**src/rtl/ssp_pkg.sv**
```systemverilog
// Shared constants, codes and types of the shortest path unit.
`timescale 1ns / 1ps

package ssp_pkg;

  localparam int MAX_VERTICES_DEF = 256;
  localparam int MAX_EDGES_DEF    = 4096;
  localparam int WEIGHT_BITS_DEF  = 16;

  localparam int VERT_W  = 8;
  localparam int COUNT_W = 9;
  localparam int DIST_W  = 20;
  localparam int OP_W    = 2;

  localparam logic [DIST_W-1:0] UNREACHABLE = 20'd1000000;

  typedef enum logic [OP_W-1:0] {
    OP_ADD_EDGE = 2'd0,
    OP_RUN      = 2'd1,
    OP_QUERY    = 2'd2,
    OP_CLEAR    = 2'd3
  } op_t;

  typedef enum logic [2:0] {
    RS_IDLE,
    RS_INIT,
    RS_SOURCE,
    RS_SCAN,
    RS_MARK,
    RS_EDGE_RD,
    RS_EDGE_CHK,
    RS_RELAX
  } run_state_t;

  typedef struct packed {
    logic              start;
    logic [VERT_W-1:0] source;
  } run_cmd_t;

endpackage

```
**src/rtl/ssp_alu.sv**
```systemverilog
// Shared saturating add and less-than compare used by scan and relax steps.
`timescale 1ns / 1ps

module ssp_alu #(
  parameter int WEIGHT_BITS = ssp_pkg::WEIGHT_BITS_DEF
) (
  input  logic [ssp_pkg::DIST_W-1:0] base,
  input  logic [WEIGHT_BITS-1:0]     addend,
  input  logic [ssp_pkg::DIST_W-1:0] limit,
  output logic [ssp_pkg::DIST_W-1:0] sum,
  output logic                       less
);

  localparam int SUM_W = ssp_pkg::DIST_W + 1;

  logic [SUM_W-1:0] raw;

  always_comb begin
    raw  = SUM_W'(base) + SUM_W'(addend);
    sum  = (raw >= SUM_W'(ssp_pkg::UNREACHABLE)) ? ssp_pkg::UNREACHABLE
                                                  : raw[ssp_pkg::DIST_W-1:0];
    less = sum < limit;
  end

endmodule

```
**src/rtl/ssp_ctrl.sv**
```systemverilog
// Run sequencer: distance sweep, minimum scan, marking and edge relaxation.
`timescale 1ns / 1ps

module ssp_ctrl #(
  parameter int MAX_VERTICES = ssp_pkg::MAX_VERTICES_DEF,
  parameter int MAX_EDGES    = ssp_pkg::MAX_EDGES_DEF,
  parameter int WEIGHT_BITS  = ssp_pkg::WEIGHT_BITS_DEF,
  localparam int VA_W = $clog2(MAX_VERTICES),
  localparam int ET_W = $clog2(MAX_EDGES + 1),
  localparam int EA_W = (MAX_EDGES > 1) ? $clog2(MAX_EDGES) : 1,
  localparam int EW   = 2 * ssp_pkg::VERT_W + WEIGHT_BITS,
  localparam int DW   = ssp_pkg::DIST_W + 1
) (
  input  logic                        clk,
  input  logic                        rst,
  input  ssp_pkg::run_cmd_t           cmd,
  input  logic [ssp_pkg::COUNT_W-1:0] vertex_count,
  input  logic [ET_W-1:0]             edge_total,
  output logic [EA_W-1:0]             edge_raddr,
  input  logic [EW-1:0]               edge_rdata,
  output logic                        dist_we,
  output logic [VA_W-1:0]             dist_waddr,
  output logic [DW-1:0]               dist_wdata,
  output logic [VA_W-1:0]             dist_raddr,
  input  logic [DW-1:0]               dist_rdata,
  output logic                        busy
);

  localparam int DIST_W  = ssp_pkg::DIST_W;
  localparam int VERT_W  = ssp_pkg::VERT_W;
  localparam int COUNT_W = ssp_pkg::COUNT_W;

  ssp_pkg::run_state_t state, state_next;

  logic [VA_W-1:0]        sweep;
  logic [VERT_W-1:0]      source;
  logic [COUNT_W-1:0]     scan_i;
  logic                   scan_v;
  logic [VA_W-1:0]        scan_idx;
  logic [DIST_W-1:0]      best;
  logic [DIST_W-1:0]      du;
  logic [VA_W-1:0]        u_vtx;
  logic                   found;
  logic [ET_W-1:0]        e;
  logic [VA_W-1:0]        tgt;
  logic [WEIGHT_BITS-1:0] wgt;

  logic [VERT_W-1:0]      ea, eb;
  logic [WEIGHT_BITS-1:0] ew;
  logic                   a_in, b_in, a_hit, b_hit, relevant;
  logic [VA_W-1:0]        cand;
  logic                   src_ok, scan_more, sweep_last, edges_done;
  logic [DIST_W-1:0]      alu_base, alu_limit, alu_sum;
  logic [WEIGHT_BITS-1:0] alu_addend;
  logic                   alu_less;

  always_comb begin
    ea         = edge_rdata[EW-1 -: VERT_W];
    eb         = edge_rdata[EW-VERT_W-1 -: VERT_W];
    ew         = edge_rdata[WEIGHT_BITS-1:0];
    a_in       = COUNT_W'(ea) < vertex_count;
    b_in       = COUNT_W'(eb) < vertex_count;
    a_hit      = a_in && b_in && (VA_W'(ea) == u_vtx);
    b_hit      = a_in && b_in && (VA_W'(eb) == u_vtx);
    relevant   = a_hit ^ b_hit;
    cand       = a_hit ? VA_W'(eb) : VA_W'(ea);
    src_ok     = COUNT_W'(source) < vertex_count;
    scan_more  = scan_i < vertex_count;
    sweep_last = sweep == VA_W'(MAX_VERTICES - 1);
    edges_done = e == edge_total;
  end

  always_comb begin
    if (state == ssp_pkg::RS_SCAN) begin
      alu_base   = dist_rdata[DIST_W-1:0];
      alu_addend = '0;
      alu_limit  = best;
    end else begin
      alu_base   = du;
      alu_addend = wgt;
      alu_limit  = dist_rdata[DIST_W-1:0];
    end
  end

  ssp_alu #(
    .WEIGHT_BITS(WEIGHT_BITS)
  ) u_alu (
    .base  (alu_base),
    .addend(alu_addend),
    .limit (alu_limit),
    .sum   (alu_sum),
    .less  (alu_less)
  );

  always_comb begin
    state_next = state;
    unique case (state)
      ssp_pkg::RS_IDLE: begin
        if (cmd.start) begin
          state_next = ssp_pkg::RS_INIT;
        end
      end
      ssp_pkg::RS_INIT: begin
        if (sweep_last) begin
          state_next = ssp_pkg::RS_SOURCE;
        end
      end
      ssp_pkg::RS_SOURCE: begin
        state_next = src_ok ? ssp_pkg::RS_SCAN : ssp_pkg::RS_IDLE;
      end
      ssp_pkg::RS_SCAN: begin
        if (!scan_more && !scan_v) begin
          state_next = ssp_pkg::RS_MARK;
        end
      end
      ssp_pkg::RS_MARK: begin
        state_next = found ? ssp_pkg::RS_EDGE_RD : ssp_pkg::RS_IDLE;
      end
      ssp_pkg::RS_EDGE_RD: begin
        state_next = edges_done ? ssp_pkg::RS_SCAN : ssp_pkg::RS_EDGE_CHK;
      end
      ssp_pkg::RS_EDGE_CHK: begin
        state_next = relevant ? ssp_pkg::RS_RELAX : ssp_pkg::RS_EDGE_RD;
      end
      ssp_pkg::RS_RELAX: begin
        state_next = ssp_pkg::RS_EDGE_RD;
      end
      default: begin
        state_next = ssp_pkg::RS_IDLE;
      end
    endcase
  end

  always_comb begin
    dist_we    = 1'b0;
    dist_waddr = '0;
    dist_wdata = '0;
    dist_raddr = '0;
    edge_raddr = EA_W'(e);
    busy       = state != ssp_pkg::RS_IDLE;
    unique case (state)
      ssp_pkg::RS_INIT: begin
        dist_we    = 1'b1;
        dist_waddr = sweep;
        dist_wdata = {1'b0, ssp_pkg::UNREACHABLE};
      end
      ssp_pkg::RS_SOURCE: begin
        dist_we    = src_ok;
        dist_waddr = VA_W'(source);
        dist_wdata = '0;
      end
      ssp_pkg::RS_SCAN: begin
        dist_raddr = VA_W'(scan_i);
      end
      ssp_pkg::RS_MARK: begin
        dist_we    = found;
        dist_waddr = u_vtx;
        dist_wdata = {1'b1, best};
      end
      ssp_pkg::RS_EDGE_CHK: begin
        dist_raddr = cand;
      end
      ssp_pkg::RS_RELAX: begin
        dist_we    = alu_less;
        dist_waddr = tgt;
        dist_wdata = {dist_rdata[DIST_W], alu_sum};
      end
      default: begin
      end
    endcase
  end

  always_ff @(posedge clk) begin
    if (rst) begin
      state  <= ssp_pkg::RS_IDLE;
      scan_v <= 1'b0;
      found  <= 1'b0;
    end else begin
      state <= state_next;
      unique case (state)
        ssp_pkg::RS_IDLE: begin
          if (cmd.start) begin
            sweep  <= '0;
            source <= cmd.source;
          end
        end
        ssp_pkg::RS_INIT: begin
          sweep <= sweep + 1'b1;
        end
        ssp_pkg::RS_SOURCE: begin
          scan_i <= '0;
          scan_v <= 1'b0;
          best   <= ssp_pkg::UNREACHABLE;
          found  <= 1'b0;
        end
        ssp_pkg::RS_SCAN: begin
          if (scan_more) begin
            scan_i   <= scan_i + 1'b1;
            scan_v   <= 1'b1;
            scan_idx <= VA_W'(scan_i);
          end else begin
            scan_v <= 1'b0;
          end
          if (scan_v && !dist_rdata[DIST_W] && alu_less) begin
            best  <= dist_rdata[DIST_W-1:0];
            u_vtx <= scan_idx;
            found <= 1'b1;
          end
        end
        ssp_pkg::RS_MARK: begin
          du <= best;
          e  <= '0;
        end
        ssp_pkg::RS_EDGE_RD: begin
          if (edges_done) begin
            scan_i <= '0;
            scan_v <= 1'b0;
            best   <= ssp_pkg::UNREACHABLE;
            found  <= 1'b0;
          end
        end
        ssp_pkg::RS_EDGE_CHK: begin
          tgt <= cand;
          wgt <= ew;
          if (!relevant) begin
            e <= e + 1'b1;
          end
        end
        ssp_pkg::RS_RELAX: begin
          e <= e + 1'b1;
        end
        default: begin
        end
      endcase
    end
  end

`ifndef NO_ASSERTIONS
  a_mark_reachable: assert property (@(posedge clk) disable iff (rst)
    (state == ssp_pkg::RS_MARK && found) |-> best < ssp_pkg::UNREACHABLE)
    else $error("finished vertex marked with unreachable distance");

  a_start_from_idle: assert property (@(posedge clk) disable iff (rst)
    $rose(busy) |-> $past(cmd.start))
    else $error("run sequencer left idle without a start");
`endif

endmodule

```
**config.mk**
```make
export PLATFORM = sky130hd
export DESIGN_NAME = ssp_ctrl
export DESIGN_NICKNAME = d
export VERILOG_FILES = /design/src/rtl/ssp_pkg.sv /design/src/rtl/ssp_alu.sv /design/src/rtl/ssp_ctrl.sv
export SDC_FILE = /design/constraint.sdc
export NUM_CORES = 1
export LEC_CHECK = 0
export CAP_MARGIN = 40
export CORE_MARGIN = 5
export CORE_UTILIZATION = 55
export CTS_CLUSTER_DIAMETER = 100
export DETAILED_ROUTE_END_ITERATION = 10
export DONT_BUFFER_PORTS = 1
export GPL_TIMING_DRIVEN = 0
export PLACE_DENSITY = 0.67
export SYNTH_ARGS = -nofsm -noshare
export SYNTH_HDL_FRONTEND = slang
export SYNTH_HIERARCHICAL = 1
export SYNTH_SLANG_ARGS = --single-unit
```
**constraint.sdc**
```tcl
create_clock -name clk -period 22.3 [get_ports clk]
set_clock_uncertainty 0.15 [all_clocks]
set_input_delay 1.115 -clock clk [delete_from_list [all_inputs] [get_ports clk]]
set_output_delay 1.115 -clock clk [all_outputs]
set_load 0.1 [all_outputs]
```
=== Word-level counts from Yosys, hierarchy flattened ===
Index checks and enable logic that the tools add are counted.

* Output and inout bits: 51
* Word-level logic and storage cells: 101
* Input port bits: 86
* Register bits after elaboration: 123

* Reduce and logical (&&, ||, !) cells: 26
* Equal/unequal tests: 18
* Multiplexer cells: 32
* Add/subtract/negate cells: 4
* Bitwise logic cells: 2
* $lt $le $gt $ge: 6

{| class="wikitable"
|+ Operators with widths
! kind !! number
|-
| two-way mux 20 bit || 5
|-
| one-hot mux 21 bit (3 select lines) || 1
|-
| one-hot mux 20 bit (3 select lines) || 1
|-
| one-hot mux 13 bit (3 select lines) || 1
|-
| one-hot mux 8 bit (2 select lines) || 2
|-
| one-hot mux 8 bit (4 select lines) || 1
|-
| less-than comparator 8 x 9 -> 1 bit || 3
|-
| one-hot mux 9 bit (3 select lines) || 1
|-
| one-hot mux 3 bit (8 select lines) || 1
|-
| adder 20 x 16 -> 21 bit || 1
|-
| >= comparator 21 x 20 -> 1 bit (second input constant) || 1
|-
| AND reduction 3 bit || 7
|-
| less-than comparator 20 bit || 1
|-
| two-way mux 9 bit || 2
|-
| equality test 8 bit || 2
|-
| two-way mux 16 bit || 1
|-
| two-way mux 8 bit || 2
|-
| two-way mux 3 bit || 5
|-
| adder 13 x 1 -> 13 bit (second input constant) || 1
|-
| equality test 13 bit || 1
|-
| two-way mux 13 bit || 1
|-
| equality test 3 bit (second input constant) || 4
|-
| != test 2 bit (second input constant) || 5
|-
| adder 9 x 1 -> 9 bit (second input constant) || 1
|-
| 19 further kinds || 37
|}

=== Logic depth before layout (Yosys ltp) ===
* Depth in word-level cells: 9
* Gate-level depth with buffers: 32
* Gate-level depth less buffers: 27

=== Cells and area by module ===
The synthesis kept the hierarchy.

{| class="wikitable"
|+ By module, submodules not included
! module !! instances !! seq. area each (µm²) !! cells each !! area each (µm²)
|-
| ssp_ctrl || 1 || 3643.5 || 642 || 6869.1
|-
| ssp_alu || 1 || 0.0 || 261 || 1810.5
|}

=== Least setup slack after synthesis ===
Ideal clock, no wire load.

* Kind: input-to-output
* Start point: in dist_rdata[0]
* End point: out dist_we
* Setup slack: 14.662 ns
* Path buffers: 1
* Data arrival time: 6.373 ns
* Stages: 24
* Data required time: 21.035 ns
* Path through: and2_1 > a21o_1 > ha_1 > fa_1 > a211oi_1 > o21ai_2 > o21ai_2 > a31oi_1 > a2111o_1 > o41a_1 > o21ba_4 > buf_6 > nor2_1 > ha_1 > a21o_1 > a21o_1 > a21o_1 > a21o_1 > a21o_1 > a2111oi_0 > o21ai_0 > o21ai_1 > a221oi_1 > nand2_1

* Word-level cells in the longest chain between the ends: 6
* Elaborated cells between the ends (all ways): 7
* Classes of those cells: add/sub: 1; order compare: 2; mux: 4

{| class="wikitable"
|+ RTL lines
! what !! line !! RTL
|-
| start: declaration || ssp_ctrl.sv:25 || <nowiki>input logic [DW-1:0] dist_rdata,</nowiki>
|-
| two-way mux 20 bit * || ssp_ctrl.sv:74 || <nowiki>if (state == ssp_pkg::RS_SCAN) begin</nowiki>
|-
| net alu_base[0] || ssp_ctrl.sv:53 || <nowiki>logic [DIST_W-1:0] alu_base, alu_limit, alu_sum;</nowiki>
|-
| adder 20 x 16 -> 21 bit * || ssp_alu.sv:19 || <nowiki>raw = SUM_W'(base) + SUM_W'(addend);</nowiki>
|-
| >= comparator 21 x 20 -> 1 bit || ssp_alu.sv:20 || <nowiki>sum = (raw >= SUM_W'(ssp_pkg::UNREACHABLE)) ? ssp_pkg::UNREACHABLE</nowiki>
|-
| two-way mux 20 bit * || ssp_alu.sv:20 ||
|-
| net alu_sum[5] || ssp_ctrl.sv:53 ||
|-
| less-than comparator 20 bit * || ssp_alu.sv:22 || <nowiki>less = sum < limit;</nowiki>
|-
| net alu_less || ssp_ctrl.sv:55 || <nowiki>logic alu_less;</nowiki>
|-
| one-hot mux 1 bit (4 select lines) * || ssp_ctrl.sv:141 || <nowiki>unique case (state)</nowiki>
|-
| end: declaration || ssp_ctrl.sv:21 || <nowiki>output logic dist_we,</nowiki>
|}

Mark *: on every way through the listed nets, which the timed path passes. The rest lies on a longest branch.

=== Worst setup path after layout ===
* Start point: reg state[1]
* End point: out dist_we

* Word-level cells in the longest chain between the ends: 7
* Elaborated cells between the ends (all ways): 13
* Classes of those cells: add/sub: 1; order compare: 2; eq/ne: 5; mux: 5

{| class="wikitable"
|+ RTL lines
! what !! line !! RTL
|-
| start: declaration || ssp_ctrl.sv:33 || <nowiki>ssp_pkg::run_state_t state, state_next;</nowiki>
|-
| start signal: assignment || ssp_ctrl.sv:175 || <nowiki>state <= ssp_pkg::RS_IDLE;</nowiki>
|-
| start signal: assignment || ssp_ctrl.sv:179 || <nowiki>state <= state_next;</nowiki>
|-
| equality test 3 x 2 -> 1 bit || ssp_ctrl.sv:74 ||
|-
| two-way mux 20 bit || ssp_ctrl.sv:74 ||
|-
| net alu_base[13] || ssp_ctrl.sv:53 ||
|-
| adder 20 x 16 -> 21 bit || ssp_alu.sv:19 ||
|-
| >= comparator 21 x 20 -> 1 bit || ssp_alu.sv:20 ||
|-
| two-way mux 20 bit || ssp_alu.sv:20 ||
|-
| net alu_sum[5] || ssp_ctrl.sv:53 ||
|-
| less-than comparator 20 bit || ssp_alu.sv:22 ||
|-
| net alu_less || ssp_ctrl.sv:55 ||
|-
| one-hot mux 1 bit (4 select lines) || ssp_ctrl.sv:141 ||
|}

The timed path passes the listed nets, and every way through them passes these cells.

==> qor.yml <==
critical_path:
  cpMaxStageDelayCell: "nor2_1"
  path_max_fanout: 10
  reg2reg_depth: 31
  critical_path_class: "flip-flop to primary output"
  worst_setup_path_end_kind: "primary output"
  worstPathRequired_ps: 21040
  worstPathArrival_ps: 7890
  slowest_delay_ps: 500
  start_kind: "flip-flop"
  path_common_cell: "a21o_1"
clock_network:
  cts_buffers: 17
  cts_max_path_buffers: 2
  clock_latency_ps: 430
  cts_sinks: 123
  htree_levels: 4
  root_buffer: "clkbuf_16"
  postCtsSetupBuffers: 0
  cts_resized: 0
  cts_tree: "built"
  clkTransAtPathRegs_ps: 60
  hold_buffers: 0
timing:
  worstMarginPinSlew_ps: 879
  hold_slack_ps: 272
  fmax_mhz: 109
  maxSlewViolCount: 0
  slew-limit-headroom: 0.415
  setup_tns_ps: 0
  finalCritPeriodShare: 0.410
  hold_viol: 0
  setup-violations-final: 0
  final.min_clock_period_ps: 9150
  rsz0062_at_grt: "no"
  setup_ws_ps: 13150
global_route:
  grt_use_total: 0.280
  grt_max_degree: 17
  grt_pass1_vias: 7236
  antenna_found_initial: 0
  grt_overflow: 0
  grt_first_pass_wirelength_um: 39500
floorplan:
  coreArea_um2: 15700
  fp.dieW_um: 136
  start_util: 0.554
  rows: 46
  die_y_um: 136
  pin_count: 137
  die-area_um2: 18400
yosys:
  async_reset_ff_frac: 0
  synth-main-ff-cell: "edfxtp_1"
  yosys.area.top_type_share: 0.408
  synth.area.top_cells: "edfxtp_1, ha_1, nand2_1"
  synth_cell_types: 76
  ys_top_cells_by_count: "nand2_1, edfxtp_1, ha_1, nor2_1, inv_1"
  synth_most_common_cell: "nand2_1"
  yosysTopAreaCell: "edfxtp_1"
  ys_ff_latch: 123
  netlist_instances: 903
  syn_nets: 1057
  synth_seq_area_share: 0.420
  ys.warnings.count: 6
  synth_area_per_cell_um2: 9.61
  synth_area_um2: 8680
  synth_edf_count: 118
routing:
  viasPerCell: 6.13
  ant_nets: 0
  drc_errors: 0
  wl_per_cell_um: 21.2
  dr.pass1.iters: 5
  via_count: 7329
  wirelength_um: 25300
  dr.first_iter.drc_count: 818
pwr:
  p_leak_nw: 4.25
  swShare: 0.251
  seqPwrFrac: 0.432
  power_frac_comb: 0.095
  power_density_nw_per_um2: 55.8
  peakVddDrop_mv: 0.0605
  power_frac_clock: 0.473
  internal_power_mw: 0.441
  power.net_switching_mw: 0.147
cells_and_area:
  fillers: 1227
  nNetsFinal: 1120
  seq_area_um2: 3640
  num_antenna_cells: 0
  fin_util: 0.673
  area_delta_synth_final_pct: 21.4
  drive_gt1_frac: 0.128
  final_area_um2: 10500
  multi_input_area_um2: 4660
placement:
  detailed_place.area_um2: 9950
  place_congestion: 0.955
  portBuffers: 0
  place_hpwl_um: 20000
  place_ws_ps: 13750
run_status:
  outcome: "finished, final reports clean"
min_path:
  hold_depth: 0
  hold_class: "flip-flop to flip-flop"
run:
  maxCapViolations: 0
[kinds of logic (layout without fill, tap and decap cells)]
kind of cell | count (synthesis) | count (layout) | synth area share
compound gates | 204 | 204 | 0.170
xor+xnor | 63 | 63 | 0.0636
fa+ha+maj | 68 | 68 | 0.0989
buf+inv | 94 | 170 | 0.0476
flops | 123 | 123 | 0.420
mux | 9 | 9 | 0.0115
simple gates | 342 | 342 | 0.189
[layout make-up]
type,instances,share of cell area
inverter,41,0.0146
clock buffer,18,0.0407
clock inverter,14,0.0152
multi-input combinational,686,0.443
tap,216,0.0256
sequential,123,0.346
buffer,53,0.0246
timing repair buffer,44,0.0910
[placed cells by master (no fill, tap or decap), types with 5 or more instances in the layout]
| cell type | instances |
|---|---|
| nand2_1 | 140 |
| edfxtp_1 | 118 |
| ha_1 | 67 |
| nor2_1 | 62 |
| inv_1 | 41 |
| a21oi_1 | 36 |
| and2_1 | 35 |
| clkbuf_1 | 34 |
| xor2_1 | 32 |
| xnor2_1 | 31 |
| a21o_1 | 29 |
| buf_16 | 26 |
| o21ai_0 | 22 |
| nand3_1 | 20 |
| clkbuf_16 | 17 |
| a22o_1 | 15 |
| buf_8 | 15 |
| or3_1 | 13 |
| buf_4 | 13 |
| a22oi_1 | 12 |
| and3_1 | 11 |
| nor3_1 | 11 |
| a211oi_1 | 10 |
| nand2b_1 | 9 |
| o21ai_2 | 9 |
| nand4_1 | 9 |
| mux2_2 | 8 |
| a32o_1 | 8 |
| buf_2 | 7 |
| nor2b_1 | 6 |
| o21a_1 | 6 |
| clkinv_4 | 6 |
| o21ai_1 | 6 |
| nor4_1 | 5 |
| o21bai_1 | 5 |
| a31oi_1 | 5 |
| inv_6 | 5 |
| dfxtp_1 | 5 |
[flip-flops by register name (all words and copies together) (netlist names)]
signal / count
scan_idx: 8
found: 1
sweep: 8
best: 20
tgt: 8
scan_i: 9
u_vtx: 8
scan_v: 1
wgt: 16
state: 3
e: 13
du: 20
source: 8
[path summary, 6_finish.rpt]
path / end / slack (ps) / startpoint
max: dist_we / 13150 / state[1]$_SDFFE_PP0P_
min: u_vtx[0]$_DFFE_PP_ / 270 / scan_idx[0]$_DFFE_PP_
max reg2reg: best[10]$_SDFFCE_PN0P_ / 13650 / state[1]$_SDFFE_PP0P_
min reg2reg: u_vtx[0]$_DFFE_PP_ / 270 / scan_idx[0]$_DFFE_PP_
[metal layers]
metal  track usage  part of all wire  wire, um  vias to the layer above
li1              -                 -         -                     3409
met1         0.390              0.43     10900                     3510
met2         0.436              0.46     11500                      364
met3        0.0687             0.094      2390                       46
met4        0.0857             0.021       520                        0
met5             0                 0         0                        -
[through the flow]
stage	total power, mW	instances
after floorplan	0.295	903
after global placement	0.301	1119
after detailed placement	0.314	1163
after CTS	0.589	1195
after global routing	0.605	1195
final	0.588	1195
[power groups by stage]
stage,combinational [mW],sequential [mW],clock [mW]
CTS,0.0553,0.254,0.279
global route,0.0595,0.254,0.291
global placement,0.0424,0.259,0
finish,0.0557,0.254,0.278
detailed placement,0.0550,0.259,0
floorplan,0.0362,0.258,0
[worst max-delay path, delay by kind of cell, from the launching register on]
family          cells  cell delay, ps
fa+ha+maj           2             440
compound gates     15            2980
flops               1             300
simple gates        7            1970
buf+inv             6            1760
Power figures use the tool's default switching activity.
